===== config.mk =====
export PLATFORM = sky130hd
export DESIGN_NAME = utf8_char_scanner_unit
export DESIGN_NICKNAME = d
export VERILOG_FILES = /design/src/sv/ucs_pkg.sv /design/src/sv/utf8_char_scanner_unit.sv
export VERILOG_INCLUDE_DIRS = /design/src /design/src/sv
export SDC_FILE = /design/constraint.sdc
export NUM_CORES = 1
export LEC_CHECK = 0
export ABC_AREA = 1
export CAP_MARGIN = 20
export CORE_AREA = 3 3 127 129
export CTS_CLUSTER_DIAMETER = 40
export CTS_CLUSTER_SIZE = 24
export DETAILED_ROUTE_END_ITERATION = 12
export DIE_AREA = 0 0 130 132
export DONT_BUFFER_PORTS = 1
export HOLD_SLACK_MARGIN = 0.12
export PLACE_DENSITY = 0.66
export REMOVE_ABC_BUFFERS = 1
export SLEW_MARGIN = 10
export SYNTH_ARGS = -nofsm -noshare
export SYNTH_HDL_FRONTEND = slang
export SYNTH_SLANG_ARGS = --single-unit

===== constraint.sdc =====
create_clock -name clock -period 3.7 [get_ports clock]
set_input_delay 0.37 -clock clock [delete_from_list [all_inputs] [get_ports clock]]
set_output_delay 0.37 -clock clock [all_outputs]
set_load 0.01 [all_outputs]

===== src/sv/utf8_char_scanner_unit_macros.svh =====
// ---------------------------------------------------------------------------
// utf8 char scanner assertion macros
// shared concurrent assertion forms, clocked on clock and quiet in reset
// ---------------------------------------------------------------------------
`ifndef UTF8_CHAR_SCANNER_UNIT_MACROS_SVH
`define UTF8_CHAR_SCANNER_UNIT_MACROS_SVH

`ifndef NO_ASSERTIONS

// same-cycle implication
`define UCS_ASSERT_IMPL(lbl, ante, cons) \
   lbl: assert property (@(posedge clock) disable iff (reset) (ante) |-> (cons)) \
      else $error("ucs assertion failed");

// next-cycle implication
`define UCS_ASSERT_NEXT(lbl, ante, cons) \
   lbl: assert property (@(posedge clock) disable iff (reset) (ante) |=> (cons)) \
      else $error("ucs assertion failed");

`else

`define UCS_ASSERT_IMPL(lbl, ante, cons)
`define UCS_ASSERT_NEXT(lbl, ante, cons)

`endif

`endif


===== src/sv/ucs_pkg.sv =====
// ---------------------------------------------------------------------------
// utf8 char scanner package
// types, byte codes and helpers shared by the scanner
// ---------------------------------------------------------------------------
package ucs_pkg;

   localparam logic [7:0] RUN_CAP    = 8'd255;
   localparam logic [7:0] LEAD_MIN   = 8'hC2;
   localparam logic [7:0] LEAD_3B    = 8'hE0;
   localparam logic [7:0] LEAD_4B    = 8'hF0;
   localparam logic [7:0] LEAD_F4    = 8'hF4;
   localparam logic [7:0] LEAD_END   = 8'hF5;
   localparam logic [7:0] E0_MIN     = 8'hA0;
   localparam logic [7:0] F0_LIMIT   = 8'h90;
   localparam logic [7:0] CH_TAB     = 8'h09;
   localparam logic [7:0] CH_LF      = 8'h0A;
   localparam logic [7:0] CH_CR      = 8'h0D;
   localparam logic [7:0] CH_SPACE   = 8'h20;
   localparam logic [7:0] CH_DEL     = 8'd127;
   localparam logic [3:0] DIV_STEPS  = 4'd12;
   localparam logic [4:0] TAB_DEFAULT = 5'd8;

   typedef enum logic [0:0] {
      CSR_TAB_WIDTH = 1'b0,
      CSR_WIN_EOL   = 1'b1
   } csr_index_type;

   typedef enum logic [1:0] {
      PH_IDLE    = 2'd0,
      PH_COLLECT = 2'd1,
      PH_RUN     = 2'd2,
      PH_CR      = 2'd3
   } phase_type;

   typedef enum logic [1:0] {
      SEQ_IDLE  = 2'd0,
      SEQ_DIV   = 2'd1,
      SEQ_SEND0 = 2'd2,
      SEQ_SEND1 = 2'd3
   } seq_type;

   typedef struct packed {
      logic [20:0] char_value;
      logic [7:0]  char_bytes;
      logic        valid_flag;
      logic        printable_flag;
      logic [4:0]  screen_width;
      logic        needs_width_lookup;
      logic        last_of_run;
   } result_type;

   function automatic result_type make_res(input logic [20:0] cp, input logic [7:0] len,
                                           input logic valid, input logic printable,
                                           input logic [4:0] width, input logic lookup);
      result_type r;
      r.char_value         = cp;
      r.char_bytes         = len;
      r.valid_flag         = valid;
      r.printable_flag     = printable;
      r.screen_width       = width;
      r.needs_width_lookup = lookup;
      r.last_of_run        = 1'b0;
      return r;
   endfunction

endpackage


===== src/sv/utf8_char_scanner_unit.sv =====
// ---------------------------------------------------------------------------
// utf8 char scanner unit
// decodes a utf-8 byte stream into one result per character with screen width
// ---------------------------------------------------------------------------
// One byte is taken per transfer when req_tready is high. A byte that closes
// no character leaves req_tready high for the next byte. A byte that gives
// results occupies the unit until each of its result transfers is taken (at most
// two results). A tab first runs a division: its width needs (column - 1) mod
// tab_width, which a shared restoring remainder unit works out one dividend bit
// per cycle over the 12-bit column. A carriage return in windows mode is held
// and reported with the following byte. No clearing pass is needed after reset.
`include "utf8_char_scanner_unit_macros.svh"

module utf8_char_scanner_unit (
   input  logic                  clock,
   input  logic                  reset,
   input  logic                  req_tvalid,
   output logic                  req_tready,
   input  logic [23:0]           req_tdata,   // text_byte[7:0], column[19:8], zero pad
   input  logic                  req_tlast,   // end_of_text
   output logic                  rsp_tvalid,
   input  logic                  rsp_tready,
   // char_value[20:0], char_bytes[28:21], valid_flag[29], printable_flag[30],
   // screen_width[35:31], needs_width_lookup[36], zero pad
   output logic [39:0]           rsp_tdata,
   output logic                  rsp_tlast,   // last_of_run
   input  logic                  csr_we,
   input  ucs_pkg::csr_index_type csr_index,
   input  logic [4:0]            csr_wdata
);
   import ucs_pkg::*;

   // configuration
   logic [4:0]  tab_width_ff;
   logic        win_eol_ff;

   // scanner state
   phase_type   phase_ff, phase_in;
   logic [2:0]  exp_ff, exp_in;
   logic [7:0]  seen_ff, seen_in;
   logic [7:0]  lead_ff, lead_in;
   logic [20:0] acc_ff, acc_in;

   // sequencer and result slots
   seq_type     seq_ff, seq_in;
   result_type  slot0_ff, slot1_ff, res0, res1, cur_res;
   logic        two_ff, tab_at_ff;
   logic [1:0]  res_cnt;
   logic        tab_hit, tab_at;

   // shared remainder unit
   logic [4:0]  tw_ff;
   logic [4:0]  rem_ff, rem_in;
   logic [11:0] dvd_ff;
   logic [3:0]  cnt_ff;
   logic [5:0]  trial;
   logic [4:0]  tab_cols;
   logic        div_last;

   logic        req_xfer, rsp_xfer;

   assign req_xfer = req_tvalid && req_tready;
   assign rsp_xfer = rsp_tvalid && rsp_tready;

   // configuration writes
   always_ff @(posedge clock) begin
      if (reset) begin
         tab_width_ff <= TAB_DEFAULT;
         win_eol_ff   <= 1'b0;
      end else if (csr_we) begin
         case (csr_index)
            CSR_TAB_WIDTH: tab_width_ff <= csr_wdata;
            CSR_WIN_EOL:   win_eol_ff   <= csr_wdata[0];
            default: ;
         endcase
      end
   end

   // byte scan: next decoder state and up to two results
   always_comb begin : scan
      logic [7:0]  b;
      logic        cont, do_scan, bad2, last_b;
      logic [20:0] acc_next;
      result_type  tail;
      b        = req_tdata[7:0];
      cont     = (b[7:6] == 2'b10);
      do_scan  = 1'b0;
      bad2     = 1'b0;
      last_b   = 1'b0;
      acc_next = {acc_ff[14:0], b[5:0]};
      tail     = make_res(21'd0, 8'd0, 1'b0, 1'b0, 5'd0, 1'b0);
      phase_in = phase_ff;
      exp_in   = exp_ff;
      seen_in  = seen_ff;
      lead_in  = lead_ff;
      acc_in   = acc_ff;
      res0     = make_res(21'd0, 8'd0, 1'b0, 1'b0, 5'd0, 1'b0);
      res1     = res0;
      res_cnt  = 2'd0;
      tab_hit  = 1'b0;
      tab_at   = 1'b0;

      case (phase_ff)
         PH_CR: begin
            last_b  = (b == CH_LF);
            res0    = make_res({13'd0, CH_CR}, 8'd1, 1'b1, last_b,
                               last_b ? 5'd0 : 5'd2, 1'b0);
            res_cnt = 2'd1;
            do_scan = 1'b1;
         end
         PH_RUN: begin
            if (cont) begin
               if (seen_ff < RUN_CAP) seen_in = seen_ff + 8'd1;
            end else begin
               res0    = make_res(21'd0, seen_ff, 1'b0, 1'b1, 5'd1, 1'b0);
               res_cnt = 2'd1;
               do_scan = 1'b1;
            end
         end
         PH_COLLECT: begin
            bad2 = (seen_ff == 8'd1) &&
                   ((lead_ff == LEAD_3B && b < E0_MIN) ||
                    (lead_ff == LEAD_4B && b < F0_LIMIT) ||
                    (lead_ff == LEAD_F4 && b >= F0_LIMIT));
            if (!cont) begin
               res0    = make_res(21'd0, seen_ff, 1'b0, 1'b1, 5'd1, 1'b0);
               res_cnt = 2'd1;
               do_scan = 1'b1;
            end else if (bad2) begin
               seen_in  = seen_ff + 8'd1;
               phase_in = PH_RUN;
            end else begin
               seen_in = seen_ff + 8'd1;
               if (seen_in >= {5'd0, exp_ff}) begin
                  res0     = make_res(acc_next, seen_in, 1'b1, 1'b1, 5'd0, 1'b1);
                  res_cnt  = 2'd1;
                  phase_in = PH_IDLE;
                  seen_in  = 8'd0;
                  exp_in   = 3'd0;
                  acc_in   = 21'd0;
               end else begin
                  acc_in = acc_next;
               end
            end
         end
         default: do_scan = 1'b1;
      endcase

      if (do_scan) begin
         phase_in = PH_IDLE;
         lead_in  = b;
         seen_in  = 8'd1;
         acc_in   = 21'd0;
         exp_in   = 3'd0;
         if (!b[7]) begin
            seen_in = 8'd0;
            if (b == CH_CR && win_eol_ff) begin
               phase_in = PH_CR;
            end else begin
               if (b == CH_LF)
                  tail = make_res({13'd0, b}, 8'd1, 1'b1, 1'b1, 5'd0, 1'b0);
               else if (b == CH_TAB)
                  tail = make_res({13'd0, b}, 8'd1, 1'b1, 1'b1, 5'd0, 1'b0);
               else if (b < CH_SPACE || b == CH_DEL)
                  tail = make_res({13'd0, b}, 8'd1, 1'b1, 1'b0, 5'd2, 1'b0);
               else
                  tail = make_res({13'd0, b}, 8'd1, 1'b1, 1'b1, 5'd1, 1'b0);
               tab_hit = (b == CH_TAB);
               tab_at  = res_cnt[0];
               if (res_cnt == 2'd0) res0 = tail;
               else res1 = tail;
               res_cnt = res_cnt + 2'd1;
            end
         end else if (b < LEAD_MIN || b >= LEAD_END) begin
            phase_in = PH_RUN;
         end else if (b < LEAD_3B) begin
            exp_in   = 3'd2;
            acc_in   = {16'd0, b[4:0]};
            phase_in = PH_COLLECT;
         end else if (b < LEAD_4B) begin
            exp_in   = 3'd3;
            acc_in   = {17'd0, b[3:0]};
            phase_in = PH_COLLECT;
         end else begin
            exp_in   = 3'd4;
            acc_in   = {18'd0, b[2:0]};
            phase_in = PH_COLLECT;
         end
      end

      // end of text flushes whatever is pending
      if (req_tlast && phase_in != PH_IDLE) begin
         if (phase_in == PH_CR)
            tail = make_res({13'd0, CH_CR}, 8'd1, 1'b1, 1'b0, 5'd2, 1'b0);
         else
            tail = make_res(21'd0, seen_in, 1'b0, 1'b1, 5'd1, 1'b0);
         if (res_cnt == 2'd0) res0 = tail;
         else res1 = tail;
         res_cnt  = res_cnt + 2'd1;
         phase_in = PH_IDLE;
         seen_in  = 8'd0;
         exp_in   = 3'd0;
         acc_in   = 21'd0;
      end

      if (res_cnt == 2'd1) res0.last_of_run = 1'b1;
      if (res_cnt == 2'd2) res1.last_of_run = 1'b1;
   end

   always_ff @(posedge clock) begin
      if (reset) begin
         phase_ff <= PH_IDLE;
         exp_ff   <= 3'd0;
         seen_ff  <= 8'd0;
         lead_ff  <= 8'd0;
         acc_ff   <= 21'd0;
      end else if (req_xfer) begin
         phase_ff <= phase_in;
         exp_ff   <= exp_in;
         seen_ff  <= seen_in;
         lead_ff  <= lead_in;
         acc_ff   <= acc_in;
      end
   end

   // restoring remainder step, one dividend bit per cycle
   assign trial    = {rem_ff, dvd_ff[11]};
   assign rem_in   = (trial >= {1'b0, tw_ff}) ? 5'(trial - {1'b0, tw_ff}) : trial[4:0];
   assign div_last = (cnt_ff == DIV_STEPS - 4'd1);
   assign tab_cols = tw_ff - rem_in;

   always_ff @(posedge clock) begin
      if (reset) begin
         cnt_ff <= 4'd0;
      end else if (req_xfer) begin
         cnt_ff <= 4'd0;
      end else if (seq_ff == SEQ_DIV) begin
         cnt_ff <= cnt_ff + 4'd1;
      end
   end

   always_ff @(posedge clock) begin
      if (req_xfer) begin
         dvd_ff    <= req_tdata[19:8] - 12'd1;
         rem_ff    <= 5'd0;
         tw_ff     <= (tab_width_ff == 5'd0) ? 5'd1 : tab_width_ff;
         slot0_ff  <= res0;
         slot1_ff  <= res1;
         two_ff    <= (res_cnt == 2'd2);
         tab_at_ff <= tab_at;
      end else if (seq_ff == SEQ_DIV) begin
         dvd_ff <= {dvd_ff[10:0], 1'b0};
         rem_ff <= rem_in;
         if (div_last) begin
            if (tab_at_ff) slot1_ff.screen_width <= tab_cols;
            else slot0_ff.screen_width <= tab_cols;
         end
      end
   end

   // sequencer
   always_ff @(posedge clock) begin
      if (reset) seq_ff <= SEQ_IDLE;
      else seq_ff <= seq_in;
   end

   always_comb begin
      seq_in = seq_ff;
      case (seq_ff)
         SEQ_IDLE: begin
            if (req_xfer && res_cnt != 2'd0) seq_in = tab_hit ? SEQ_DIV : SEQ_SEND0;
         end
         SEQ_DIV: begin
            if (div_last) seq_in = SEQ_SEND0;
         end
         SEQ_SEND0: begin
            if (rsp_tready) seq_in = two_ff ? SEQ_SEND1 : SEQ_IDLE;
         end
         SEQ_SEND1: begin
            if (rsp_tready) seq_in = SEQ_IDLE;
         end
         default: seq_in = SEQ_IDLE;
      endcase
   end

   always_comb begin
      req_tready = 1'b0;
      rsp_tvalid = 1'b0;
      cur_res    = slot0_ff;
      case (seq_ff)
         SEQ_IDLE:  req_tready = 1'b1;
         SEQ_DIV:   ;
         SEQ_SEND0: rsp_tvalid = 1'b1;
         SEQ_SEND1: begin
            rsp_tvalid = 1'b1;
            cur_res    = slot1_ff;
         end
         default: ;
      endcase
   end

   assign rsp_tdata = {3'd0, cur_res.needs_width_lookup, cur_res.screen_width,
                       cur_res.printable_flag, cur_res.valid_flag, cur_res.char_bytes,
                       cur_res.char_value};
   assign rsp_tlast = cur_res.last_of_run;

   `UCS_ASSERT_IMPL(a_one_side, req_tready, !rsp_tvalid)
   `UCS_ASSERT_NEXT(a_second_follows, rsp_xfer && !rsp_tlast, rsp_tvalid && rsp_tlast)
   `UCS_ASSERT_IMPL(a_lookup_zero_width, rsp_tvalid && cur_res.needs_width_lookup,
                    cur_res.screen_width == 5'd0 && cur_res.valid_flag)
   `UCS_ASSERT_IMPL(a_div_bound, seq_ff == SEQ_DIV, cnt_ff < DIV_STEPS)

endmodule

==> results of run 1 <==
## worst register-to-register path, stage by stage, from the launching register on
cell     delay (ns)
dfxtp_4        0.37
inv_2          0.07
ha_4           0.26
inv_1          0.06
ha_1           0.27
nand2_1        0.06
nand2_1        0.06
nand2_1        0.06
nand2_1        0.06
nor2_2         0.14
nand3_4        0.09
nand3_2        0.07
nand2_1        0.06
nor2_2         0.12
inv_1          0.06
ha_1           0.28
or2_2          0.28
nand2_2        0.08
ha_2           0.23
nor2_1         0.08
inv_1          0.08
nor2_1         0.07
o21ai_0        0.25
nand2_1        0.07
## power by group through the flow
stage                     combinational (mW)  sequential [mW]  clock, mW
after floorplan                        0.466             1.85          0
after global routing                   0.743             1.85       1.74
after CTS                              0.645             1.83       1.68
after global placement                 0.624             1.86          0
final                                  0.651             1.83       1.66
after detailed placement               0.632             1.86          0
## state kept, by name, indices dropped and copies added, names as in the netlist
| signal | flops |
|---|---|
| slot1_ff | 23 |
| slot0_ff | 38 |
| lead_ff | 8 |
| acc_ff | 15 |
| dvd_ff | 12 |
| seen_ff | 8 |
| phase_ff | 2 |
| rem_ff | 5 |
| two_ff | 1 |
| tab_at_ff | 1 |
| seq_ff | 2 |
| tw_ff | 5 |
| exp_ff | 3 |
| win_eol_ff | 1 |
| cnt_ff | 4 |
| tab_width_ff | 5 |
## stage by stage
| stage | setup TNS (ns) | utilization [%] | setup WS (ns) |
|---|---|---|---|
| final | 0 | 55.5 | 0.213 |
| after detailed placement | 0 | 50.7 | 0.0858 |
| after floorplan | -2.04 | - | -0.233 |
| after global placement | 0 | 50.7 | 0.133 |
| after global routing | 0 | 55.5 | 0.00349 |
| after CTS | 0 | 55.1 | 0.0512 |
## layout make-up
cell class,instances,area (um2)
Sequential cell,133,3470
Timing Repair Buffer,31,265
Multi-Input combinational cell,641,3340
Fill cell,1361,6740
Clock buffer,21,440
Inverter,135,522
Clock inverter,11,136
Tap cell,188,235
## worst paths after layout
kind / cells past startpoint / slack [ns] / end / start
worst min register to register: 2 / 0.45 / acc_ff[12] / acc_ff[12]
worst max register to register: 23 / 0.21 / slot1_ff[2] / seen_ff[1]
worst max-delay path: 23 / 0.21 / slot1_ff[2] / seen_ff[1]
worst min-delay path: 2 / 0.13 / acc_ff[2] / req_tdata[2]
## routing by layer
| layer | vias up | track usage, % | part of all wire [%] |
|---|---|---|---|
| li1 | 3156 | - | - |
| met1 | 2951 | 29.7 | 46 |
| met2 | 218 | 32.8 | 45 |
| met3 | 36 | 5.43 | 6.8 |
| met4 | 0 | 7.56 | 2.3 |
| met5 | - | 0 | 0 |
## layout by cell type, fill, tap and decap left out, types with 9 or more instances in the layout
master | Yosys | routed
dfxtp_1 | 53 | 51
nor3_1 | 25 | 25
o22ai_1 | 20 | 20
inv_1 | 127 | 125
ha_1 | 22 | 19
o21ai_0 | 66 | 65
a21oi_1 | 42 | 42
nand3_1 | 40 | 38
edfxtp_1 | 80 | 80
clkbuf_16 | 0 | 17
nand2_1 | 214 | 210
buf_4 | 4 | 22
a31oi_1 | 11 | 11
o21ai_1 | 8 | 9
nand2_2 | 6 | 10
nor2_1 | 116 | 115
## cells by family (layout without fill, tap and decap cells)
| group | count (synthesis) | count (layout) | synth area share, % |
|---|---|---|---|
| buf+inv | 173 | 198 | 9.70 |
| compound gates | 171 | 171 | 13.1 |
| xor+xnor | 13 | 13 | 1.53 |
| simple gates | 430 | 430 | 25.0 |
| other cells | 1 | 3 | 0.0502 |
| flops | 133 | 133 | 46.4 |
| fa+ha+maj | 24 | 24 | 4.22 |
## timing repair
| item | in CTS | in global routing |
|---|---|---|
| hold endpoints to repair | 16 | 0 |
| endpoints found under the setup margin | 0 | 50 |
| gates resized for setup | 0 | 19 |
| hold buffers | 8 | 0 |
| setup buffers | 0 | 1 |
==> impl_metrics.env, run 1 <==
export IMPL_wl_per_cell_um=15.9
export IMPL_setup_viol=0
export IMPL_insertion_delay_ns=0.43
export IMPL_cts_buffer_depth=2
export IMPL_finalMaxSlewViolations=0
export IMPL_critPathSlowestCell="dfxtp_4"
export IMPL_arrival_ns=3.65
export IMPL_run_status="completed"
export IMPL_synthCells=945
export IMPL_p_seq_share_pct=44.3
export IMPL_intPower_mw=3.02
export IMPL_peakVddDrop_v=0.000298
export IMPL_grt_pass1_vias=5676
export IMPL_synthToLayoutAreaGrowth_pct=12.6
export IMPL_slowest_delay_ns=0.37
export IMPL_ys_warnings_count=0
export IMPL_crit_buf_inv=4
export IMPL_crit_path_max_fanout=5
export IMPL_fin_skew_ns=0.00990
export IMPL_yosys_register_bits=133
export IMPL_worst_slew_pin_slew_ns=1.05
export IMPL_ys_seq_area_share_pct=46.4
export IMPL_cts_root_buffer="clkbuf_16"
export IMPL_yosys_area_top_type="edfxtp_1"
export IMPL_synth_distinct_cells=55
export IMPL_synth_avg_cell_area_um2=7.90
export IMPL_p_leak_nw=3.47
export IMPL_dp_cells=1119
export IMPL_ys_top_cells_by_area="edfxtp_1 (32%), dfxtp_1 (14%), nand2_1 (11%)"
export IMPL_path_clk_slew_ns=0.06
export IMPL_cts_buffers=17
export IMPL_path_common_cell="nand2_1"
export IMPL_antenna_found_initial=0
export IMPL_cts_tree="yes"
export IMPL_dieArea_mm2=0.0172
export IMPL_power_frac_clock_pct=40.0
export IMPL_drive_gt1_share_pct=10.2
export IMPL_grt_start_max_net_pins=61
export IMPL_synth_edff_count=80
export IMPL_start_util_pct=49.3
export IMPL_fp_dieW_um=130
export IMPL_hold_violations=0
export IMPL_viasPerCell=5.48
export IMPL_nNetsFinal=1019
export IMPL_grt_overflow_total=0
export IMPL_rsz0062_at_grt="false"
export IMPL_worstSetupStartpointType="flip-flop"
export IMPL_p_switching_mw=1.12
export IMPL_hp_class="in -> reg"
export IMPL_n_antenna_cell=0
export IMPL_swShare_pct=27.0
export IMPL_ant_nets=0
export IMPL_fin_crit_ns=3.49
export IMPL_synth_top_cells_by_count="nand2_1 (214), inv_1 (127), nor2_1 (116), edfxtp_1 (80), o21ai_0 (66)"
export IMPL_comb_power_share_pct=15.7
export IMPL_route_detailed_drc=0
export IMPL_numPortBuffers=0
export IMPL_cts_max_level=4
export IMPL_vias=6361
export IMPL_crit_path_end_kind="flip-flop"
export IMPL_final_area_mm2=0.00841
export IMPL_pin_count=79
export IMPL_drv_cap=0
export IMPL_hpwl_mm=13.3
export IMPL_syn_cell_area_mm2=0.00746
export IMPL_place_area_mm2=0.00768
export IMPL_p_per_area_mw_per_mm2=493
export IMPL_p_total_mw=4.14
export IMPL_track_usage_pct=21.5
export IMPL_fin_crit_sh_pct=94.3
export IMPL_critPathTopFamily="simple AND/OR/NAND/NOR gates"
export IMPL_clock_fmax_mhz=287
export IMPL_gp_congestion=0.898
export IMPL_synth_top_area_share_pct=32.2
export IMPL_required_ns=3.86
export IMPL_grt_pass1_wl_mm=28.9
export IMPL_core_region_area_mm2=0.0151
export IMPL_critPathKind="reg -> reg"
export IMPL_rows=45
export IMPL_ys_async_sr_fraction_pct=0
export IMPL_synthMostInstantiatedCell="nand2_1"
export IMPL_clock_sinks=133
export IMPL_dieHeight_um=132
export IMPL_fin_cells=1160
export IMPL_finalWirelength_mm=18.4
export IMPL_crit_chain="inv_2 > ha_4 > inv_1 > ha_1 > nand2_1 > nand2_1 > nand2_1 > nand2_1 > nor2_2 > nand3_4 > nand3_2 > nand2_1 > nor2_2 > inv_1 > ha_1 > or2_2 > nand2_2 > ha_2 > nor2_1 > inv_1 > nor2_1 > o21ai_0 > nand2_1"
export IMPL_holdWs_ns=0.131
export IMPL_synthFlopType="edfxtp_1"
export IMPL_slew_headroom_pct=29.9
export IMPL_drtPass1Iterations=5
export IMPL_drt_iter0_drc=504
(Power assumes the default switching activity.)
==> run 2: changes to the inputs <==
--- a/config.mk
+++ b/config.mk
@@ -6,13 +6,12 @@
 export SDC_FILE = /design/constraint.sdc
 export NUM_CORES = 1
 export LEC_CHECK = 0
-export ABC_AREA = 1
 export CAP_MARGIN = 20
-export CORE_AREA = 3 3 127 129
+export CORE_AREA = 3 3 126 128
 export CTS_CLUSTER_DIAMETER = 40
 export CTS_CLUSTER_SIZE = 24
 export DETAILED_ROUTE_END_ITERATION = 12
-export DIE_AREA = 0 0 130 132
+export DIE_AREA = 0 0 129 131
 export DONT_BUFFER_PORTS = 1
 export HOLD_SLACK_MARGIN = 0.12
 export PLACE_DENSITY = 0.66
==> run 2 against run 1 <==
Against the previous run:
- clock-buffer cell count is the same
- sequential share of layout area decreased by 1.9 points
- routed wire length is 5.9% higher
- setup slack lost 0.18 ns
- die area down 1.5%
- clock skew increased by 0.00062 ns
- worst hold slack improved by 0.0037 ns
- non-clock buffer count rose by 48
- via count shrank 4.0%
- final area grew 4.7%
- critical path depth decreased by 3
- largest power group unchanged
==> impl_metrics.env, run 2 <==
export IMPL_nNetsFinal=871
export IMPL_grt_start_max_net_pins=52
export IMPL_p_leak_nw=3.26
export IMPL_rows=45
export IMPL_hpwl_mm=13.5
export IMPL_grt_pass1_vias=5832
export IMPL_clock_sinks=133
export IMPL_crit_path_end_kind="flip-flop"
export IMPL_antenna_found_initial=0
export IMPL_fin_ws_ns=0.0308
export IMPL_wl_per_cell_um=19.3
export IMPL_cts_root_buffer="clkbuf_16"
export IMPL_insertion_delay_ns=0.42
export IMPL_yosys_area_top_type="edfxtp_1"
export IMPL_hp_class="in -> reg"
export IMPL_gp_congestion=0.978
export IMPL_ys_seq_area_share_pct=47.1
export IMPL_synth_top_area_share_pct=32.7
export IMPL_route_detailed_drc=0
export IMPL_fin_crit_ns=3.67
export IMPL_yosys_register_bits=133
export IMPL_hold_violations=0
export IMPL_largestRegisters="slot0_ff x38, slot1_ff x23, acc_ff x15"
export IMPL_clock_fmax_mhz=273
export IMPL_cts_buffers=17
export IMPL_ys_top_cells_by_area="edfxtp_1 (33%), dfxtp_1 (14%), nand2_1 (4.1%)"
export IMPL_grt_overflow_total=0
export IMPL_path_clk_slew_ns=0.06
export IMPL_cts_max_level=4
export IMPL_synth_avg_cell_area_um2=9.60
export IMPL_reg2reg_depth=20
export IMPL_synthFlopType="edfxtp_1"
export IMPL_required_ns=3.87
export IMPL_tns_ns=0
export IMPL_finalMaxSlewViolations=0
export IMPL_synthCells=766
export IMPL_hold_path_cell_count=1
export IMPL_fin_skew_ns=0.0105
export IMPL_final_common_cell="edfxtp_1"
export IMPL_cts_buffer_depth=2
export IMPL_synth_top_cells_by_count="edfxtp_1 (80), nand2_1 (80), nor2_1 (56), dfxtp_1 (53), o21ai_0 (41)"
export IMPL_fp_dieW_um=129
export IMPL_setup_viol=0
export IMPL_arrival_ns=3.84
export IMPL_cts_tree="yes"
export IMPL_final_cell_mix="edfxtp_1 (80), nand2_1 (79), buf_4 (55)"
export IMPL_p_total_mw=3.82
export IMPL_start_util_pct=49.1
export IMPL_critPathKind="reg -> reg"
export IMPL_peakVddDrop_v=0.000300
export IMPL_synth_edff_count=80
export IMPL_fin_crit_sh_pct=99.2
export IMPL_ys_warnings_count=0
export IMPL_pin_count=79
export IMPL_utilization_pct=58.8
export IMPL_syn_cell_area_mm2=0.00735
export IMPL_dp_slack_ns=-0.493
export IMPL_worstSetupStartpointType="flip-flop"
export IMPL_rsz0062_at_grt="true"
export IMPL_regMostFlops="slot0_ff"
export IMPL_n_antenna_cell=0
export IMPL_worst_slew_pin_slew_ns=1.22
export IMPL_viasPerCell=6.03
export IMPL_grt_pass1_wl_mm=30.5
export IMPL_worstReg2RegStart="seen_ff[0]"
export IMPL_drt_iter0_drc=653
export IMPL_core_region_area_mm2=0.0150
export IMPL_drtPass1Iterations=6
export IMPL_synthToLayoutAreaGrowth_pct=19.7
export IMPL_final_area_mm2=0.00880
export IMPL_run_status="completed"
export IMPL_p_per_area_mw_per_mm2=435
export IMPL_finalWirelength_mm=19.5
export IMPL_synth_distinct_cells=71
export IMPL_numPortBuffers=0
export IMPL_largest_reg_flops=38
export IMPL_slew_headroom_pct=18.2
export IMPL_hold_end="dvd_ff[0]"
export IMPL_holdCritStartpoint="req_tdata[8]"
export IMPL_dieArea_mm2=0.0169
export IMPL_drive_gt1_share_pct=19.3
export IMPL_r2r_setup_slack_ns=0.03
export IMPL_dieHeight_um=131
export IMPL_drv_cap=0
export IMPL_reg2reg_to="slot0_ff[19]"
export IMPL_place_area_mm2=0.00774
export IMPL_ant_nets=0
export IMPL_track_usage_pct=23.2
export IMPL_vias=6105
export IMPL_ys_async_sr_fraction_pct=0
export IMPL_crit_path_max_fanout=5
==> run 2: changes by cell type after synthesis, sizes merged, moves of 10 or more <==
cell,delta
mux2,+24
nor2,-63
o22ai,-17
a21o,+11
a32o,+10
nand2,-144
inv,-102
and2,+34
o21ai,-31
clkbuf,+16
xnor2,+11
nand3,-12
==> run 2: power by group <==
part | internal (mW) | switching (mW)
sequential | 1.69 | 0.0359
clock | 0.981 | 0.642
combinational | 0.188 | 0.291
total | 2.86 | 0.968
==> run 2: cell type report <==
| class | instances | area, um2 |
|---|---|---|
| fillers | 1266 | 6170 |
| well taps | 188 | 235 |
| repair buffers | 79 | 727 |
| multi-input cells | 547 | 3670 |
| clock buffers | 21 | 472 |
| inverters | 33 | 124 |
| clock inverters | 11 | 101 |
| flip-flops and latches | 133 | 3470 |
==> run 2: repair_timing <==
| item | in CTS | in global routing |
|---|---|---|
| cloned | 1 | 2 |
| hold buffers | 15 | 0 |
| pin swaps | 7 | 11 |
| setup endpoints to repair | 33 | 47 |
| hold endpoints to repair | 35 | 0 |
| buffers inserted | 3 | 7 |
| gates resized for setup | 20 | 23 |
==> run 2: kinds of logic after synthesis <==
kind of cell,synth area share (%)
buffers and inverters,5.07
muxes,4.90
DFF,47.1
AOI/OAI and AO/OA,15.6
xor gates and xnor gates,3.22
adders and majority gates,4.29
and+or+nand+nor,19.7
other,0.0510
==> run 2: stage by stage <==
stage | hold WS, ns | cells
global placement | 0.442 | 952
global route | 0.121 | 1012
floorplan | 0.426 | 713
finish | 0.135 | 1012
detailed placement | 0.446 | 953
CTS | 0.124 | 1004
==> run 2: per-layer routing <==
metal,share of wire [%],wire length (um),track usage (%),vias up
li1,-,-,-,2855
met5,0,0,1.18,-
met2,46,9040,36.1,280
met3,8.8,1710,6.71,50
met1,42,8220,30.7,2920
met4,2.6,513,9.02,0
==> run 2: worst max-delay path: stages, from the launching register on <==
cell	delay, ns
dfxtp_4	0.35
buf_4	0.14
ha_4	0.26
inv_1	0.05
ha_2	0.17
a21o_1	0.18
a311oi_1	0.21
a22oi_1	0.13
o211ai_1	0.24
a21o_1	0.19
inv_2	0.06
ha_4	0.27
nor2_4	0.03
a21oi_2	0.12
inv_1	0.06
ha_2	0.19
nand2_2	0.06
o21ba_4	0.19
buf_12	0.14
o21bai_4	0.18
o21a_1	0.19
==> run 2: how the worst max path moves through the flow <==
stage | cells past startpoint | start | end | slack (ns)
2_1_floorplan | 18 | seen_ff[0] | slot0_ff[24] | -0.90
3_3_place_gp | 18 | seen_ff[0] | slot0_ff[32] | -0.42
3_5_place_dp | 18 | seen_ff[0] | slot0_ff[35] | -0.49
4_1_cts | 21 | seen_ff[0] | slot0_ff[15] | 0.0002
5_1_grt | 19 | seen_ff[0] | slot0_ff[16] | -0.11
6_report | 20 | seen_ff[0] | slot0_ff[19] | 0.03
==> run 3: changes to the inputs <==
==> constraint.sdc (replaced) <==
create_clock -name clock -period 3.7 [get_ports clock]
set_input_delay 0.37 -clock clock [delete_from_list [all_inputs] [get_ports clock]]
set_output_delay 0.37 -clock clock [all_outputs]
set_load 0.005 [all_outputs]
==> run 3 against run 2 <==
Against the previous run:
- the flow now finishes with violations (setup timing)
- worst hold slack got worse by 0.0070 ns
- final area increased by 0.61%
- sequential share of layout area decreased by 0.24 points
- total power increased by 0.85%
- clock-buffer cell count decreased by 3
- global-route usage decreased by 0.18 points
- clock power increased by 3%
- flip-flop and latch count unchanged
- non-clock buffer count decreased by 2
- clock skew about the same
- critical path type unchanged
- highest routed layer unchanged
==> impl_metrics.env, run 3 (synthesis results as in run 2) <==
export IMPL_numPortBuffers=0
export IMPL_largest_reg_flops=38
export IMPL_final_cell_mix="edfxtp_1 (80), nand2_1 (79), buf_4 (54)"
export IMPL_violations="setup timing"
export IMPL_dieArea_mm2=0.0169
export IMPL_path_clk_slew_ns=0.06
export IMPL_slowest_delay_ns=0.36
export IMPL_cts_buffers=17
export IMPL_holdWs_ns=0.128
export IMPL_dieHeight_um=131
export IMPL_cp_depth=19
export IMPL_required_ns=3.94
export IMPL_run_status="finished, violations left"
export IMPL_worstSetupStartpointType="flip-flop"
export IMPL_multi_input_area_mm2=0.00373
export IMPL_cts_max_level=4
export IMPL_n_antenna_cell=0
export IMPL_ff_latch_area_mm2=0.00347
export IMPL_core_region_area_mm2=0.0150
export IMPL_track_usage_pct=23.0
export IMPL_insertion_delay_ns=0.42
export IMPL_reg2reg_depth=19
export IMPL_hpwl_mm=13.2
export IMPL_critPathTopFamily="compound AO/OA/AOI/OAI gates"
export IMPL_hold_path_cell_count=2
export IMPL_critPathKind="reg -> reg"
export IMPL_grt_util_met1_pct=30.8
export IMPL_fillers=1257
export IMPL_crit_path_end_kind="flip-flop"
export IMPL_fin_skew_ns=0.0104
export IMPL_clock_sinks=133
export IMPL_ant_nets=0
export IMPL_synthToLayoutAreaGrowth_pct=20.4
export IMPL_vias=6058
export IMPL_rows=45
export IMPL_grt_busiest_layer="met2"
export IMPL_fin_crit_sh_pct=102
export IMPL_r2r_setup_slack_ns=-0.07
export IMPL_grt_start_max_net_pins=52
export IMPL_p_leak_nw=3.28
export IMPL_nNetsFinal=869
export IMPL_rsz0062_at_grt="true"
export IMPL_grtUsageMet3_pct=5.73
export IMPL_fin_ws_ns=-0.0715
export IMPL_hp_class="in -> reg"
export IMPL_largestRegisters="slot0_ff x38, slot1_ff x23, acc_ff x15"
export IMPL_cts_tree="yes"
export IMPL_antenna_found_initial=0
export IMPL_clock_fmax_mhz=265
export IMPL_slew_headroom_pct=25.1
export IMPL_drtPass1Iterations=7
export IMPL_grt_pass1_wl_mm=30.0
export IMPL_critPathSlowestCell="dfxtp_4"
export IMPL_worst_slew_pin_slew_ns=1.12
export IMPL_finalWirelength_mm=19.5
export IMPL_arrival_ns=4.02
export IMPL_hold_violations=0
export IMPL_route_detailed_drc=0
export IMPL_finalMaxSlewViolations=0
export IMPL_wl_per_cell_um=19.3
export IMPL_crit_path_max_fanout=5
export IMPL_peakVddDrop_v=0.000283
export IMPL_grt_pass1_vias=5725
export IMPL_pin_count=79
export IMPL_use_met2_pct=36.7
export IMPL_crit_chain="ha_4 > xor2_1 > ha_1 > a21o_1 > a311oi_1 > a22oi_1 > o211ai_1 > a21o_1 > inv_2 > ha_4 > nor2_4 > a21oi_2 > inv_1 > ha_2 > nand2_2 > o21ba_4 > buf_12 > or3_4 > o32ai_4"
export IMPL_drive_gt1_share_pct=20.7
export IMPL_regMostFlops="slot0_ff"
export IMPL_drv_cap=0
export IMPL_dp_slack_ns=-0.502
export IMPL_drt_iter0_drc=573
export IMPL_fp_dieW_um=129
export IMPL_start_util_pct=49.1
export IMPL_cts_root_buffer="clkbuf_16"
export IMPL_gp_congestion=0.983
export IMPL_crit_buf_inv=3
export IMPL_fin_crit_ns=3.77
export IMPL_setup_viol=6
export IMPL_p_per_area_mw_per_mm2=436
export IMPL_cts_buffer_depth=2
export IMPL_final_common_cell="edfxtp_1"
export IMPL_tns_ns=-0.317
export IMPL_viasPerCell=6.00
export IMPL_grt_overflow_total=0
run 3: final timing paths:
path / startpoint / end
max: seen_ff[0] / slot0_ff[16]
min: req_tdata[1] / acc_ff[1]
max reg2reg: seen_ff[0] / slot0_ff[16]
min reg2reg: lead_ff[1] / lead_ff[1]
run 3: layout make-up:
class                   count  share of cell area (%)
repair buffers             77                    7.97
multi-input cells         547                    42.1
flip-flops and latches    133                    39.2
clock inverters            14                    1.71
well taps                 188                    2.66
clock buffers              18                    4.96
inverters                  33                    1.40
run 3: metrics by stage:
stage                     std cells  instance area [um2]  power [mW]  util [%]
final                          1010                 8860        3.86      59.1
after global routing           1010                 8860        4.01      59.1
after CTS                      1004                 8670        3.87      57.9
after detailed placement        950                 7730        2.16      51.6
after global placement          949                 7710        2.14      51.5
after floorplan                 713                 7110        2.03         -
run 3: per-layer routing:
layer	share of wire [%]	vias up
li1	-	2860
met1	44	2913
met2	47	253
met3	7.6	32
met4	1.9	0
met5	0	-
run 3: what timing repair did:
item                                    4_1_cts  5_1_grt
endpoints found under the hold margin        36        0
hold buffers                                 16        0
cloned                                        1        1
pin swaps                                     8       17
resized for setup                            21       39
setup buffers                                 5        6
endpoints found under the setup margin       33       47
run 3: where the power goes:
group | switching (mW) | leakage [nW] | internal (mW)
registers | 0.0348 | 1.23 | 1.69
clock network | 0.659 | 0.275 | 1.01
logic | 0.278 | 1.78 | 0.184
